[src/hw/rtl/chc_pkg.sv]
// Shared types, register indexes and reset values for the climate hysteresis controller.
`timescale 1ns / 1ps

package chc_pkg;

  localparam int unsigned CfgIdxW  = 3;
  localparam int unsigned CfgDataW = 14;

  typedef enum logic [CfgIdxW-1:0] {
    CFG_TEMP_LOW  = 3'd0,
    CFG_TEMP_HIGH = 3'd1,
    CFG_TEMP_WIN  = 3'd2,
    CFG_HUM_HIGH  = 3'd3,
    CFG_HUM_WIN   = 3'd4,
    CFG_CO2_LOW   = 3'd5,
    CFG_CO2_WIN   = 3'd6
  } chc_cfg_idx_e;

  typedef enum logic [1:0] {
    PH_NORMAL = 2'd0,
    PH_VENT   = 2'd1,
    PH_HEAT   = 2'd2,
    PH_COOL   = 2'd3
  } chc_phase_e;

  localparam logic [1:0] CMD_OFF = 2'd0;
  localparam logic [1:0] CMD_ON  = 2'd1;

  localparam logic signed [7:0] TempLowRst  = 8'sd18;
  localparam logic signed [7:0] TempHighRst = 8'sd28;
  localparam logic [4:0]        TempWinRst  = 5'd1;
  localparam logic [6:0]        HumHighRst  = 7'd85;
  localparam logic [4:0]        HumWinRst   = 5'd5;
  localparam logic [13:0]       Co2LowRst   = 14'd400;
  localparam logic [9:0]        Co2WinRst   = 10'd50;

  typedef struct packed {
    logic signed [7:0] temp_low_limit;
    logic signed [7:0] temp_high_limit;
    logic [4:0]        temp_window;
    logic [6:0]        hum_high_limit;
    logic [4:0]        hum_window;
    logic [13:0]       co2_low_limit;
    logic [9:0]        co2_window;
  } chc_cfg_t;

  typedef struct packed {
    logic signed [7:0] temp_c;
    logic [6:0]        hum_pct;
    logic [15:0]       co2_ppm;
    logic              temp_fault;
    logic              hum_fault;
    logic              co2_fault;
    logic              link_up;
    logic              manual_request;
    logic [1:0]        manual_fan_cmd;
    logic [1:0]        manual_heat_cmd;
  } chc_item_t;

endpackage

[src/hw/rtl/climate_hysteresis_controller.sv]
// Top level: input stage, configuration registers and controller.
//
// Channel | Direction | Handshake               | Payload
// in      | sink      | in_valid_i / in_stall_o | sensor readings, faults, link, manual cmds
// out     | source    | out_valid_o/out_stall_i | fan_on, heater_on, manual_active, phase
// cfg     | sink      | cfg_valid_i/cfg_ready_o | cfg_index_i, cfg_data_i
//
// One transaction per cycle sustained while out_stall_i stays low.
// The input register feeds one level of compares and the state update, whose
// registers are the result register.
// Reset (async, active low) restores default limits and automatic/normal/off state.
// A stalled output holds its result; the input stage still takes one more transaction.
// cfg_ready_o is always high.
`timescale 1ns / 1ps

module climate_hysteresis_controller import chc_pkg::*; (
  input  logic                clk_i,
  input  logic                rst_ni,
  input  logic                in_valid_i,
  output logic                in_stall_o,
  input  logic signed [7:0]   temp_c_i,
  input  logic [6:0]          hum_pct_i,
  input  logic [15:0]         co2_ppm_i,
  input  logic                temp_fault_i,
  input  logic                hum_fault_i,
  input  logic                co2_fault_i,
  input  logic                link_up_i,
  input  logic                manual_request_i,
  input  logic [1:0]          manual_fan_cmd_i,
  input  logic [1:0]          manual_heat_cmd_i,
  output logic                out_valid_o,
  input  logic                out_stall_i,
  output logic                fan_on_o,
  output logic                heater_on_o,
  output logic                manual_active_o,
  output logic [1:0]          control_phase_o,
  input  logic                cfg_valid_i,
  output logic                cfg_ready_o,
  input  logic [CfgIdxW-1:0]  cfg_index_i,
  input  logic [CfgDataW-1:0] cfg_data_i
);

  chc_cfg_t  cfg;
  chc_item_t item_q, item_d;
  logic      in_valid_q, in_valid_d;
  logic      take, load;

  assign item_d = '{
    temp_c:          temp_c_i,
    hum_pct:         hum_pct_i,
    co2_ppm:         co2_ppm_i,
    temp_fault:      temp_fault_i,
    hum_fault:       hum_fault_i,
    co2_fault:       co2_fault_i,
    link_up:         link_up_i,
    manual_request:  manual_request_i,
    manual_fan_cmd:  manual_fan_cmd_i,
    manual_heat_cmd: manual_heat_cmd_i
  };

  assign in_stall_o = in_valid_q && !take;
  assign load       = in_valid_i && !in_stall_o;
  assign in_valid_d = load || (in_valid_q && !take);

  always_ff @(posedge clk_i or negedge rst_ni) begin
    if (!rst_ni) begin
      in_valid_q <= 1'b0;
    end else begin
      in_valid_q <= in_valid_d;
    end
  end

  always_ff @(posedge clk_i) begin
    if (load) begin
      item_q <= item_d;
    end
  end

  chc_cfg_regs u_cfg (
    .clk_i       (clk_i),
    .rst_ni      (rst_ni),
    .cfg_valid_i (cfg_valid_i),
    .cfg_ready_o (cfg_ready_o),
    .cfg_index_i (cfg_index_i),
    .cfg_data_i  (cfg_data_i),
    .cfg_o       (cfg)
  );

  chc_ctrl u_ctrl (
    .clk_i           (clk_i),
    .rst_ni          (rst_ni),
    .cfg_i           (cfg),
    .item_valid_i    (in_valid_q),
    .item_i          (item_q),
    .take_o          (take),
    .out_stall_i     (out_stall_i),
    .out_valid_o     (out_valid_o),
    .fan_on_o        (fan_on_o),
    .heater_on_o     (heater_on_o),
    .manual_active_o (manual_active_o),
    .control_phase_o (control_phase_o)
  );

endmodule

[src/hw/rtl/chc_cfg_regs.sv]
// Configuration register file: limits and hysteresis windows.
`timescale 1ns / 1ps

module chc_cfg_regs import chc_pkg::*; (
  input  logic                clk_i,
  input  logic                rst_ni,
  input  logic                cfg_valid_i,
  output logic                cfg_ready_o,
  input  logic [CfgIdxW-1:0]  cfg_index_i,
  input  logic [CfgDataW-1:0] cfg_data_i,
  output chc_cfg_t            cfg_o
);

  chc_cfg_t cfg_q, cfg_d;

  assign cfg_ready_o = 1'b1;

  always_comb begin
    cfg_d = cfg_q;
    if (cfg_valid_i) begin
      case (cfg_index_i)
        CFG_TEMP_LOW:  cfg_d.temp_low_limit  = $signed(cfg_data_i[7:0]);
        CFG_TEMP_HIGH: cfg_d.temp_high_limit = $signed(cfg_data_i[7:0]);
        CFG_TEMP_WIN:  cfg_d.temp_window     = cfg_data_i[4:0];
        CFG_HUM_HIGH:  cfg_d.hum_high_limit  = cfg_data_i[6:0];
        CFG_HUM_WIN:   cfg_d.hum_window      = cfg_data_i[4:0];
        CFG_CO2_LOW:   cfg_d.co2_low_limit   = cfg_data_i[13:0];
        CFG_CO2_WIN:   cfg_d.co2_window      = cfg_data_i[9:0];
        default: ;
      endcase
    end
  end

  always_ff @(posedge clk_i or negedge rst_ni) begin
    if (!rst_ni) begin
      cfg_q.temp_low_limit  <= TempLowRst;
      cfg_q.temp_high_limit <= TempHighRst;
      cfg_q.temp_window     <= TempWinRst;
      cfg_q.hum_high_limit  <= HumHighRst;
      cfg_q.hum_window      <= HumWinRst;
      cfg_q.co2_low_limit   <= Co2LowRst;
      cfg_q.co2_window      <= Co2WinRst;
    end else begin
      cfg_q <= cfg_d;
    end
  end

  assign cfg_o = cfg_q;

endmodule

[src/hw/rtl/chc_ctrl.sv]
// Mode and hysteresis state update; the state registers double as the result register.
`timescale 1ns / 1ps

module chc_ctrl import chc_pkg::*; (
  input  logic       clk_i,
  input  logic       rst_ni,
  input  chc_cfg_t   cfg_i,
  input  logic       item_valid_i,
  input  chc_item_t  item_i,
  output logic       take_o,
  input  logic       out_stall_i,
  output logic       out_valid_o,
  output logic       fan_on_o,
  output logic       heater_on_o,
  output logic       manual_active_o,
  output logic [1:0] control_phase_o
);

  logic       out_valid_q, out_valid_d;
  logic       manual_q, manual_d;
  logic       pend_q, pend_d;
  chc_phase_e phase_q, phase_d;
  logic       fan_q, fan_d;
  logic       heat_q, heat_d;
  logic       take;

  // Thresholds in signed arithmetic wide enough for every register value
  logic signed [9:0]  t_val, t_lo_m, t_lo_p, t_hi_m, t_hi_p;
  logic signed [8:0]  h_val, h_hi_m, h_hi_p;
  logic signed [17:0] c_val, c_lo_m, c_lo_p;
  logic               any_fault, link, tf;
  logic               vent_on, heat_on, cool_on, vent_off, heat_off, cool_off;

  assign t_val  = $signed({{2{item_i.temp_c[7]}}, item_i.temp_c});
  assign t_lo_m = $signed({{2{cfg_i.temp_low_limit[7]}}, cfg_i.temp_low_limit})
                - $signed({6'b0, cfg_i.temp_window[4:1]});
  assign t_lo_p = $signed({{2{cfg_i.temp_low_limit[7]}}, cfg_i.temp_low_limit})
                + $signed({6'b0, cfg_i.temp_window[4:1]});
  assign t_hi_m = $signed({{2{cfg_i.temp_high_limit[7]}}, cfg_i.temp_high_limit})
                - $signed({6'b0, cfg_i.temp_window[4:1]});
  assign t_hi_p = $signed({{2{cfg_i.temp_high_limit[7]}}, cfg_i.temp_high_limit})
                + $signed({6'b0, cfg_i.temp_window[4:1]});

  assign h_val  = $signed({2'b0, item_i.hum_pct});
  assign h_hi_m = $signed({2'b0, cfg_i.hum_high_limit}) - $signed({5'b0, cfg_i.hum_window[4:1]});
  assign h_hi_p = $signed({2'b0, cfg_i.hum_high_limit}) + $signed({5'b0, cfg_i.hum_window[4:1]});

  assign c_val  = $signed({2'b0, item_i.co2_ppm});
  assign c_lo_m = $signed({4'b0, cfg_i.co2_low_limit}) - $signed({9'b0, cfg_i.co2_window[9:1]});
  assign c_lo_p = $signed({4'b0, cfg_i.co2_low_limit}) + $signed({9'b0, cfg_i.co2_window[9:1]});

  assign tf        = item_i.temp_fault;
  assign link      = item_i.link_up;
  assign any_fault = item_i.temp_fault | item_i.hum_fault | item_i.co2_fault;

  assign vent_on  = ((c_val < c_lo_m) || (h_val > h_hi_p)) && (t_val >= t_lo_m)
                  && !any_fault && link;
  assign heat_on  = (t_val < t_lo_m) && !tf && link;
  assign cool_on  = (t_val > t_hi_p) && !tf && link;
  assign vent_off = ((c_val > c_lo_p) && (h_val < h_hi_m)) || (t_val < t_lo_m)
                  || any_fault || !link;
  assign heat_off = (t_val > t_lo_p) || tf || !link;
  assign cool_off = (t_val < t_hi_m) || tf || !link;

  // Advance when the result slot is empty or being drained
  assign take   = item_valid_i && (!out_valid_q || !out_stall_i);
  assign take_o = take;

  always_comb begin
    manual_d    = manual_q;
    pend_d      = pend_q;
    phase_d     = phase_q;
    fan_d       = fan_q;
    heat_d      = heat_q;
    out_valid_d = out_valid_q && out_stall_i;
    if (take) begin
      out_valid_d = 1'b1;
      if (!manual_q) begin
        if (item_i.manual_request || pend_q) begin
          // Entering manual or first auto tick after it: force everything off
          manual_d = item_i.manual_request;
          pend_d   = 1'b0;
          fan_d    = 1'b0;
          heat_d   = 1'b0;
          phase_d  = PH_NORMAL;
        end else begin
          case (phase_q)
            PH_NORMAL: begin
              if (vent_on) begin
                fan_d   = 1'b1;
                phase_d = PH_VENT;
              end else if (heat_on) begin
                heat_d  = 1'b1;
                phase_d = PH_HEAT;
              end else if (cool_on) begin
                fan_d   = 1'b1;
                phase_d = PH_COOL;
              end
            end
            PH_VENT: begin
              if (vent_off) begin
                fan_d   = 1'b0;
                phase_d = PH_NORMAL;
              end
            end
            PH_HEAT: begin
              if (heat_off) begin
                heat_d  = 1'b0;
                phase_d = PH_NORMAL;
              end
            end
            default: begin
              if (cool_off) begin
                fan_d   = 1'b0;
                phase_d = PH_NORMAL;
              end
            end
          endcase
        end
      end else if (!item_i.manual_request || !link) begin
        // Leave manual; relays hold until the next auto tick
        manual_d = 1'b0;
        pend_d   = 1'b1;
      end else begin
        if (item_i.manual_fan_cmd == CMD_OFF || item_i.manual_fan_cmd == CMD_ON) begin
          fan_d = (item_i.manual_fan_cmd == CMD_ON);
        end
        if (item_i.manual_heat_cmd == CMD_OFF || item_i.manual_heat_cmd == CMD_ON) begin
          heat_d = (item_i.manual_heat_cmd == CMD_ON);
        end
      end
    end
  end

  always_ff @(posedge clk_i or negedge rst_ni) begin
    if (!rst_ni) begin
      out_valid_q <= 1'b0;
      manual_q    <= 1'b0;
      pend_q      <= 1'b0;
      phase_q     <= PH_NORMAL;
      fan_q       <= 1'b0;
      heat_q      <= 1'b0;
    end else begin
      out_valid_q <= out_valid_d;
      manual_q    <= manual_d;
      pend_q      <= pend_d;
      phase_q     <= phase_d;
      fan_q       <= fan_d;
      heat_q      <= heat_d;
    end
  end

  assign out_valid_o     = out_valid_q;
  assign fan_on_o        = fan_q;
  assign heater_on_o     = heat_q;
  assign manual_active_o = manual_q;
  assign control_phase_o = phase_q;

  a_pend_only_in_auto: assert property (@(posedge clk_i) disable iff (!rst_ni)
    pend_q |-> !manual_q)
    else $error("pending reset mark set while in manual mode");

  a_auto_relays_match_phase: assert property (@(posedge clk_i) disable iff (!rst_ni)
    (!manual_q && !pend_q) |->
      (fan_q == (phase_q == PH_VENT || phase_q == PH_COOL)) &&
      (heat_q == (phase_q == PH_HEAT)))
    else $error("relays disagree with hysteresis phase in automatic mode");

  a_enter_manual_clears: assert property (@(posedge clk_i) disable iff (!rst_ni)
    (take && !manual_q && item_i.manual_request) |=>
      (manual_q && !pend_q && !fan_q && !heat_q && phase_q == PH_NORMAL))
    else $error("entering manual mode did not force actuators off");

  a_state_holds_idle: assert property (@(posedge clk_i) disable iff (!rst_ni)
    !take |=> $stable({manual_q, pend_q, phase_q, fan_q, heat_q}))
    else $error("controller state changed without a transaction");

endmodule

[config.mk]
export PLATFORM = sky130hd
export DESIGN_NAME = climate_hysteresis_controller
export DESIGN_NICKNAME = d
export VERILOG_FILES = /design/src/hw/rtl/chc_pkg.sv /design/src/hw/rtl/climate_hysteresis_controller.sv /design/src/hw/rtl/chc_cfg_regs.sv /design/src/hw/rtl/chc_ctrl.sv
export SDC_FILE = /design/constraint.sdc
export NUM_CORES = 1
export LEC_CHECK = 0
export ABC_AREA = 1
export BUFFER_PORTS_ARGS = -buffer_cell sky130_fd_sc_hd__buf_4
export CAP_MARGIN = 25
export CORE_ASPECT_RATIO = 0.6
export CORE_MARGIN = 10
export CORE_UTILIZATION = 45
export CTS_BUF_LIST = sky130_fd_sc_hd__clkbuf_8
export DETAILED_ROUTE_END_ITERATION = 7
export GPL_TIMING_DRIVEN = 0
export PLACE_DENSITY = 0.63
export SETUP_SLACK_MARGIN = 0.4
export SYNTH_ARGS = -nofsm -noshare
export SYNTH_HDL_FRONTEND = slang
export SYNTH_SLANG_ARGS = --single-unit
[constraint.sdc]
create_clock -name clk_i -period 4.9 [get_ports clk_i]
set_clock_uncertainty 0.2 [all_clocks]
set_input_delay 1.225 -clock clk_i [delete_from_list [all_inputs] [get_ports clk_i]]
set_output_delay 1.225 -clock clk_i [all_outputs]
set_load 0.02 [all_outputs]
==> results.json, run 1 <==
{
  "diodes": 0,
  "synth_area_per_cell_um2": 8.32,
  "clock_sinks": 102,
  "crit_family": "simple AND/OR/NAND/NOR gates",
  "synth_top_area_share_pct": 18.9,
  "drc": 0,
  "routedWlPerCell_um": 14.8,
  "die_h_um": 123,
  "final_nets": 1232,
  "ys_ff_latch": 102,
  "power.leakage_nw": 4.47,
  "synthArstFlopShare_pct": 60.8,
  "portBuffers": 68,
  "cts_setup_buffers": 0,
  "grt_pass1_vias": 5901,
  "drt_iter0_markers": 495,
  "antenna_found_initial": 0,
  "core_um2": 17300,
  "synth-compound-area-share_pct": 11.7,
  "root_buffer": "clkbuf_8",
  "die_area_um2": 23700,
  "cts_tree": "yes",
  "worst-setup-path-type": "reg -> reg",
  "synth.distinct_cells": 48,
  "tightestPinTransition_ps": 830,
  "grt_max_degree": 63,
  "numCtsBuffers": 9,
  "yosysSeqAreaShare_pct": 34.7,
  "dr.pass1.iters": 6,
  "maxCapViolCount": 0,
  "synth_edf_count": 40,
  "period_share_pct": 84.9,
  "ios": 70,
  "overflow": 0,
  "synthXorXnorAreaFrac_pct": 5.69,
  "gp_congestion": 0.852,
  "worst_path_max_delay_cell": "dfstp_2",
  "status": "finished, final reports clean",
  "required_ps": 5040,
  "rsz0062_at_grt": "no",
  "syn_nets": 1152,
  "grt_first_pass_wirelength_um": 30900,
  "cp_slowest_stage_delay_ps": 570,
  "sequentialPowerShare_pct": 32.3,
  "yosys.area_share.simple_pct": 19.8,
  "hp-class": "reg -> reg",
  "cts.hold.buffers_added": 0,
  "slew_violations": 0,
  "clk_latency_ps": 400,
  "yosysMostFrequentCell": "nand2_1",
  "ant_nets": 0,
  "synthAdderAreaFrac_pct": 20.9,
  "end_kind": "flop",
  "worst_slack_ps": 738,
  "synthCells": 961,
  "synth_common_cells": "206 x nand2_1, 126 x inv_1, 121 x ha_1, 75 x nor2_1, 75 x o21ai_0",
  "post-route-min-period_ps": 4160,
  "max_freq_mhz": 240,
  "power_mw": 3.66,
  "yosysWarnings": 0,
  "vias": 6370,
  "intPower_mw": 2.01,
  "h-tree-depth": 3,
  "synth_top_family_by_area": "adder cells",
  "crit_top_cell": "nand2_1",
  "cp.arrival_ps": 4300,
  "syn_to_final_growth_pct": 12.7,
  "hold_viol_final": 0,
  "combPwrFrac_pct": 53.1,
  "peakVddDrop_v": 0.000144,
  "swShare_pct": 45.0,
  "cp_num_buf_inv": 4,
  "dp_hpwl_um": 15400,
  "setup_viol": 0,
  "yosys.area.top_type": "ha_1",
  "worst_setup_path_start_kind": "flop",
  "path_clk_slew_ps": 110,
  "power.switching_mw": 1.64,
  "initial_utilization_pct": 46.3,
  "final.setup.tns_ps": 0,
  "grt_usage_pct": 16.4,
  "power.density_nw_per_um2": 406,
  "synth_area_leaders": "ha_1 19%, edfxtp_1 15%, dfrtp_1 14%, nand2_1 9.7%, inv_1 5.9%",
  "clk_path_buf_depth": 2,
  "rows": 37,
  "syn-cell-area_um2": 8000,
  "synthFlopType": "dfrtp_1",
  "fin_util_pct": 52.2,
  "largest_register_ff_count": 54,
  "synthMuxAreaShare_pct": 0.141,
  "crit_fanout": 8,
  "dp_slack_ps": 750,
  "relSlewSlack_pct": 44.7,
  "viasPerCell": 4.98,
  "drt_wl_total_um": 19000,
  "die_w_um": 192,
  "layout-drive-gt1-share_pct": 13.9,
  "pwr-share-clk_pct": 14.6
}
-- power by group through the flow --
stage	sequential, mW	combinational (mW)	clock, mW
detailed placement	1.20	1.93	0
global placement	1.20	1.89	0
global route	1.20	2.26	0.586
CTS	1.18	1.94	0.557
finish	1.18	1.94	0.534
floorplan	1.17	1.46	0
-- through the flow --
stage / std cells / instance area [um2] / hold slack (ps)
final: 1280 / 9010 / 281
after global routing: 1280 / 9010 / 323
after CTS: 1280 / 9010 / 286
after detailed placement: 1264 / 8820 / 259
after global placement: 1263 / 8800 / 261
after floorplan: 961 / 8000 / 257
-- layout make-up --
cell class	count	area [um2]
clock buffers	9	124
well taps	234	293
plain buffers	14	78.8
clock inverters	7	61.3
repair buffers	69	531
multi-input cells	717	4670
inverters	128	480
fillers	1672	8260
flip-flops and latches	102	2770
-- path summary, 6_finish.rpt --
check	startpoint	end	slack (ps)	cells past startpoint
max	u_cfg.cfg_o[4]	u_ctrl.control_phase_o[0]	740	25
min	u_ctrl.heater_on_o	u_ctrl.heater_on_o	280	2
max reg2reg	u_cfg.cfg_o[4]	u_ctrl.control_phase_o[0]	740	25
min reg2reg	u_ctrl.heater_on_o	u_ctrl.heater_on_o	280	2
max in group asynchronous	rst_ni	in_valid_q	3240	1
min in group asynchronous	rst_ni	u_ctrl.heater_on_o	690	1
-- cells by family after synthesis --
logic type               count (synthesis)
flip-flops                             102
other                                    1
XOR/XNOR                                52
AND/OR/NAND/NOR                        372
buffers and inverters                  142
multiplexers                             1
adder cells (fa/ha/maj)                129
AO/OA/AOI/OAI                          162
-- what timing repair did --
action / 4_1_cts / 5_1_grt
gates resized for setup: 0 / 1
hold endpoints to repair: 0 / 0
setup endpoints to repair: 0 / 3
-- worst register-to-register path: cells and delay by family (launching register included) --
kind,cells,cell delay (ps)
and+or+nand+nor,14,1330
AOI/OAI and AO/OA,4,940
DFF,1,570
adders and majority gates,2,510
buffers and inverters,4,410
xor gates and xnor gates,1,140
-- per-layer routing --
metal	wire, um	up-vias	share of wire, %	GRT usage [%]
met1	10900	2895	57	26.8
met3	1090	13	5.8	4.11
li1	-	3341	-	-
met2	6890	121	36	20.4
met4	137	0	0.72	3.42
met5	0	-	0	0
-- layout by cell type, fill, tap and decap left out, types with 3 or more instances in the layout --
cell      instances
fa_1              8
ha_1            121
dfrtp_1          46
o21ai_0          75
edfxtp_1         40
xnor2_1           9
o21ai_2           3
a21oi_2           3
nand3_1          42
nor2_2            3
dfstp_2          16
nor2_1           75
or2_2             4
buf_4            70
nand2_1         206
a21oi_1          57
clkbuf_8          9
a21o_1            5
inv_1           126
o21bai_1          4
nor3_1            9
nand2_2           8
buf_2             3
xor2_1           43
nand4_1          14
clkbuf_1          7
inv_2             3
(Power assumes the default switching activity.)
==> run 2, diff against run 1 <==
--- a/config.mk
+++ b/config.mk
@@ -14,7 +14,7 @@
 export CTS_BUF_LIST = sky130_fd_sc_hd__clkbuf_8
 export DETAILED_ROUTE_END_ITERATION = 7
 export GPL_TIMING_DRIVEN = 0
-export PLACE_DENSITY = 0.63
+export PLACE_DENSITY = 0.65
 export SETUP_SLACK_MARGIN = 0.4
 export SYNTH_ARGS = -nofsm -noshare
 export SYNTH_HDL_FRONTEND = slang
==> constraint.sdc (replaced) <==
create_clock -name clk_i -period 3.4 [get_ports clk_i]
set_clock_uncertainty 0.2 [all_clocks]
set_input_delay 0.85 -clock clk_i [delete_from_list [all_inputs] [get_ports clk_i]]
set_output_delay 0.85 -clock clk_i [all_outputs]
set_load 0.02 [all_outputs]
==> results.json, run 2 (synthesis results as in run 1) <==
{
  "status": "finished with violations",
  "violations": "negative setup slack",
  "h-tree-depth": 3,
  "peakVddDrop_v": 0.000220,
  "end_kind": "flop",
  "clock_sinks": 102,
  "cp_num_buf_inv": 5,
  "hold_viol_final": 0,
  "drt_iter0_markers": 540,
  "fin_hold_ws_ps": 287,
  "setup_viol": 4,
  "viasPerCell": 5.00,
  "path_clk_slew_ps": 120,
  "portBuffers": 68,
  "gp_congestion": 0.886,
  "wl_met2_um": 7340,
  "die_area_um2": 23700,
  "die_h_um": 123,
  "core_um2": 17300,
  "worst-setup-path-type": "reg -> reg",
  "max_freq_mhz": 269,
  "relSlewSlack_pct": 45.6,
  "final_common_cell": "nand2_1",
  "hp-class": "reg -> reg",
  "ant_nets": 0,
  "largest_register_ff_count": 54,
  "drt_wl_total_um": 19500,
  "rows": 37,
  "period_share_pct": 109,
  "highest_layer": "met4",
  "rsz0062_at_grt": "yes",
  "die_w_um": 192,
  "slew_violations": 0,
  "required_ps": 3490,
  "post-route-min-period_ps": 3720,
  "crit_fanout": 5,
  "worst_path_max_delay_cell": "dfstp_2",
  "grt_pass1_vias": 6215,
  "cp_slowest_stage_delay_ps": 570,
  "routedWlPerCell_um": 15.0,
  "dp_hpwl_um": 15400,
  "tightestPinTransition_ps": 816,
  "clk_latency_ps": 400,
  "overflow": 0,
  "grt_max_degree": 63,
  "maxCapViolCount": 0,
  "drc": 0,
  "dr.pass1.iters": 5,
  "cts.hold.buffers_added": 0,
  "fin_util_pct": 55.2,
  "crit_top_cell": "nand3_2",
  "cts_tree": "yes",
  "antenna_found_initial": 0,
  "worst_slack_ps": -322,
  "crit_family": "simple AND/OR/NAND/NOR gates",
  "numCtsBuffers": 9,
  "final_nets": 1255,
  "vias": 6519,
  "initial_utilization_pct": 46.3,
  "worst_setup_path_start_kind": "flop",
  "layout-drive-gt1-share_pct": 21.2,
  "diodes": 0,
  "wl_met1_um": 11000,
  "grt_first_pass_wirelength_um": 31900,
  "power.leakage_nw": 4.65,
  "grt_usage_pct": 16.9,
  "ios": 70,
  "cp.arrival_ps": 3820,
  "clk_path_buf_depth": 2,
  "wl_met3_um": 1100,
  "root_buffer": "clkbuf_8",
  "syn_to_final_growth_pct": 19.3,
  "power.density_nw_per_um2": 604,
  "mostFrequentLayoutCells": "197 x nand2_1, 117 x inv_1, 117 x ha_1, 93 x buf_4, 73 x o21ai_0"
}
## run 2: cell count changes in the layout (fill, tap and decap cells not counted), moves of 9 or more
cell / before / now
inv_1: 126 / 117
nand3_1: 42 / 32
nor2_1: 75 / 66
nand2_1: 206 / 197
nand2_2: 8 / 17
nand3_2: 2 / 12
buf_4: 70 / 93
## run 2: where the power goes
part	internal (mW)	switching [mW]
combinational	1.32	1.83
sequential	1.50	0.209
clock	0.427	0.479
## run 2: through the flow
step	cells	area, um2	setup WS [ps]	setup TNS, ps	total power, mW
CTS	1297	9440	-298	-1040	5.69
global placement	1263	8860	-507	-1810	4.49
global route	1303	9540	-520	-1990	6.34
detailed placement	1264	8880	-558	-1960	4.56
floorplan	961	8060	104	0	3.84
finish	1303	9540	-322	-1160	5.76
## run 2: worst paths after layout
path                                         to            start  depth (start not counted)  slack [ps]
worst max-delay path            u_ctrl.fan_on_o   u_cfg.cfg_o[4]                         26        -320
worst min-delay path            u_ctrl.fan_on_o  u_ctrl.fan_on_o                          2         290
worst max register to register  u_ctrl.fan_on_o   u_cfg.cfg_o[4]                         26        -320
worst min register to register  u_ctrl.fan_on_o  u_ctrl.fan_on_o                          2         290
max in group asynchronous       u_cfg.cfg_o[38]           rst_ni                          1        2100
min in group asynchronous       u_cfg.cfg_o[25]           rst_ni                          1         330
## run 2: layer usage
layer	vias up	global-route usage, %
met2	139	22.3
li1	3374	-
met4	0	2.46
met5	-	0
met1	2997	27.1
met3	9	3.80
## run 2: cell type report
type                       count  area, um2
clock buffer                   9        124
buffer                        14       97.6
clock inverter                 7        104
multi-input combinational    717       4940
sequential                   102       2780
tap                          234        293
fill                        1597       7730
inverter                     128        493
timing repair buffer          92        707
## run 2: what timing repair did
action | CTS | global route
buffers inserted | 17 | 6
resized for setup | 48 | 21
pin swaps | 34 | 31
endpoints found under the setup margin | 4 | 4
## run 2: worst register-to-register path, stage by stage, from the launching register on
cell,delay (ps)
dfstp_2,570
inv_2,50
ha_4,210
buf_8,130
inv_6,80
nand3_2,90
o21ai_4,190
a21oi_2,90
o21ai_2,150
nand3_2,120
nor2_2,110
xor2_1,180
ha_1,280
nand2_2,140
inv_2,40
nand2_1,50
nand2_1,50
a21oi_2,210
nand3_1,120
nand2_2,120
inv_2,50
nand3_2,60
nand3_2,60
nand2_2,100
nor2_4,50
nand3_2,70
nand2_1,50
==> run 3, diff against run 2 <==
--- a/config.mk
+++ b/config.mk
@@ -13,7 +13,7 @@
 export CORE_UTILIZATION = 45
 export CTS_BUF_LIST = sky130_fd_sc_hd__clkbuf_8
 export DETAILED_ROUTE_END_ITERATION = 7
-export GPL_TIMING_DRIVEN = 0
+export MAX_ROUTING_LAYER = met4
 export PLACE_DENSITY = 0.65
 export SETUP_SLACK_MARGIN = 0.4
 export SYNTH_ARGS = -nofsm -noshare
==> results.json, run 3 (synthesis results as in run 1) <==
{
  "status": "finished with violations",
  "violations": "negative setup slack",
  "cp_num_buf_inv": 3,
  "ios": 70,
  "grt_util_met3_pct": 3.94,
  "worst_slack_ps": -205,
  "crit_family": "simple AND/OR/NAND/NOR gates",
  "final_common_cell": "nand2_1",
  "grt_max_degree": 63,
  "clk_path_buf_depth": 2,
  "peakVddDrop_v": 0.000279,
  "layout-drive-gt1-share_pct": 24.8,
  "post-route-min-period_ps": 3600,
  "grt_usage_pct": 18.0,
  "crit_start": "u_cfg.cfg_o[1]",
  "syn_to_final_growth_pct": 23.3,
  "viasPerCell": 4.96,
  "final_nets": 1301,
  "relSlewSlack_pct": 42.1,
  "dp_hpwl_um": 16500,
  "slew_violations": 0,
  "grt_pass1_vias": 6402,
  "hp-class": "reg -> reg",
  "tightestPinTransition_ps": 868,
  "die_area_um2": 23700,
  "required_ps": 3480,
  "initial_utilization_pct": 46.3,
  "mostFrequentLayoutCells": "198 x nand2_1, 151 x buf_4, 119 x inv_1, 112 x ha_1, 70 x o21ai_0",
  "worst_path_max_delay_cell": "dfstp_2",
  "clock_sinks": 102,
  "seq_area_um2": 2770,
  "power_mw": 5.87,
  "cts.hold.buffers_added": 0,
  "dr.pass1.iters": 5,
  "h-tree-depth": 3,
  "antenna_found_initial": 0,
  "gp_congestion": 0.939,
  "fin_hold_ws_ps": 300,
  "worst-setup-path-type": "reg -> reg",
  "cts_tree": "yes",
  "gr-usage-met2_pct": 23.4,
  "numCtsBuffers": 9,
  "min-delay-start": "u_ctrl.fan_on_o",
  "crit_fanout": 5,
  "hold_viol_final": 0,
  "met1_usage_pct": 27.6,
  "grt_busiest_layer": "met1",
  "core_um2": 17300,
  "setup_viol": 4,
  "final.setup.tns_ps": -770,
  "cp.arrival_ps": 3690,
  "dpl-instance-area_um2": 9390,
  "drt_wl_total_um": 20200,
  "vias": 6697,
  "worst_setup_path_start_kind": "flop",
  "cp_slowest_stage_delay_ps": 580,
  "rows": 37,
  "power.leakage_nw": 4.87,
  "die_w_um": 192,
  "maxCapViolCount": 0,
  "root_buffer": "clkbuf_8",
  "crit_chain": "ha_1, inv_1, buf_4, a31oi_4, o21bai_4, a21oi_2, o21bai_2, nor2_2, nand2_1, xor2_1, ha_1, buf_4, a211oi_2, nand2_1, nand2_1, nand3_2, nand2_2, nand2_4, nand2_2, nand3_2, nand2_1, nand2_1",
  "routedWlPerCell_um": 15.0,
  "rsz0062_at_grt": "yes",
  "fin_area_um2": 9860,
  "period_share_pct": 106,
  "crit_top_cell": "nand2_1",
  "die_h_um": 123,
  "portBuffers": 68,
  "drc": 0,
  "max_freq_mhz": 277,
  "largest_register_ff_count": 54,
  "overflow": 0,
  "fill_cells": 1592,
  "diodes": 0,
  "ant_nets": 0,
  "end_kind": "flop",
  "clk_latency_ps": 400,
  "multi_input_area_um2": 4970,
  "r2r_start": "u_cfg.cfg_o[1]",
  "grt_first_pass_wirelength_um": 32700,
  "path_clk_slew_ps": 100,
  "drt_iter0_markers": 413,
  "power.density_nw_per_um2": 595
}
==> run 3: cell types whose count changed in the layout (fill, tap and decap cells not counted), moves of 4 or more <==
cell / delta
clkbuf_1: -7
buf_4: +58
buf_6: -4
ha_1: -5
==> run 3: per-layer routing <==
layer / routed length [um] / up-vias / part of all wire (%)
met5: 0 / - / 0
met4: 90 / 0 / 0.45
met3: 1150 / 8 / 5.7
met2: 7700 / 145 / 38
met1: 11300 / 3085 / 56
li1: - / 3459 / -
==> run 3: worst register-to-register path, stage by stage, from the launching register on <==
cell and delay, ps:
dfstp_2 580, ha_1 150, inv_1 60, buf_4 140
a31oi_4 240, o21bai_4 90, a21oi_2 140, o21bai_2 100
nor2_2 170, nand2_1 90, xor2_1 140, ha_1 310
buf_4 150, a211oi_2 220, nand2_1 90, nand2_1 80
nand3_2 90, nand2_2 110, nand2_4 80, nand2_2 80
nand3_2 80, nand2_1 60, nand2_1 50
==> run 3: repair_timing <==
item	in CTS	in global routing
endpoints found under the setup margin	4	4
pin swaps	20	34
gates resized for setup	23	38
buffers inserted	1	3
==> run 3: through the flow <==
stage / worst slack (ps) / utilization (%) / std cells
2_1_floorplan: 104 / - / 961
3_3_place_gp: -344 / 54.4 / 1329
3_5_place_dp: -389 / 54.4 / 1329
4_1_cts: -211 / 56.0 / 1346
5_1_grt: -463 / 57.1 / 1349
6_report: -205 / 57.1 / 1349
==> run 3: final timing paths <==
check,endpoint,slack (ps),cells past startpoint
hold / removal,u_ctrl.fan_on_o,300,2
setup reg to reg,u_ctrl.control_phase_o[0],-200,22
min in group asynchronous,in_valid_q,350,1
max in group asynchronous,u_cfg.cfg_o[48],2070,1
hold reg to reg,u_ctrl.fan_on_o,300,2
setup / recovery,u_ctrl.control_phase_o[0],-200,22
==> run 3: layout make-up <==
class | count | area share (%)
tap | 234 | 2.97
clock buffer | 9 | 1.26
clock inverter | 7 | 0.622
sequential | 102 | 28.1
timing repair buffer | 152 | 11.7
inverter | 128 | 4.95
multi-input combinational | 717 | 50.4
==> run 3: power breakdown <==
| group | total, mW | leakage (nW) | internal (mW) | switching (mW) |
|---|---|---|---|---|
| Combinational | 3.41 | 3.66 | 1.51 | 1.90 |
| Clock | 0.758 | 0.0909 | 0.278 | 0.480 |
| Sequential | 1.70 | 1.12 | 1.49 | 0.202 |
| Total | 5.87 | 4.87 | 3.28 | 2.58 |
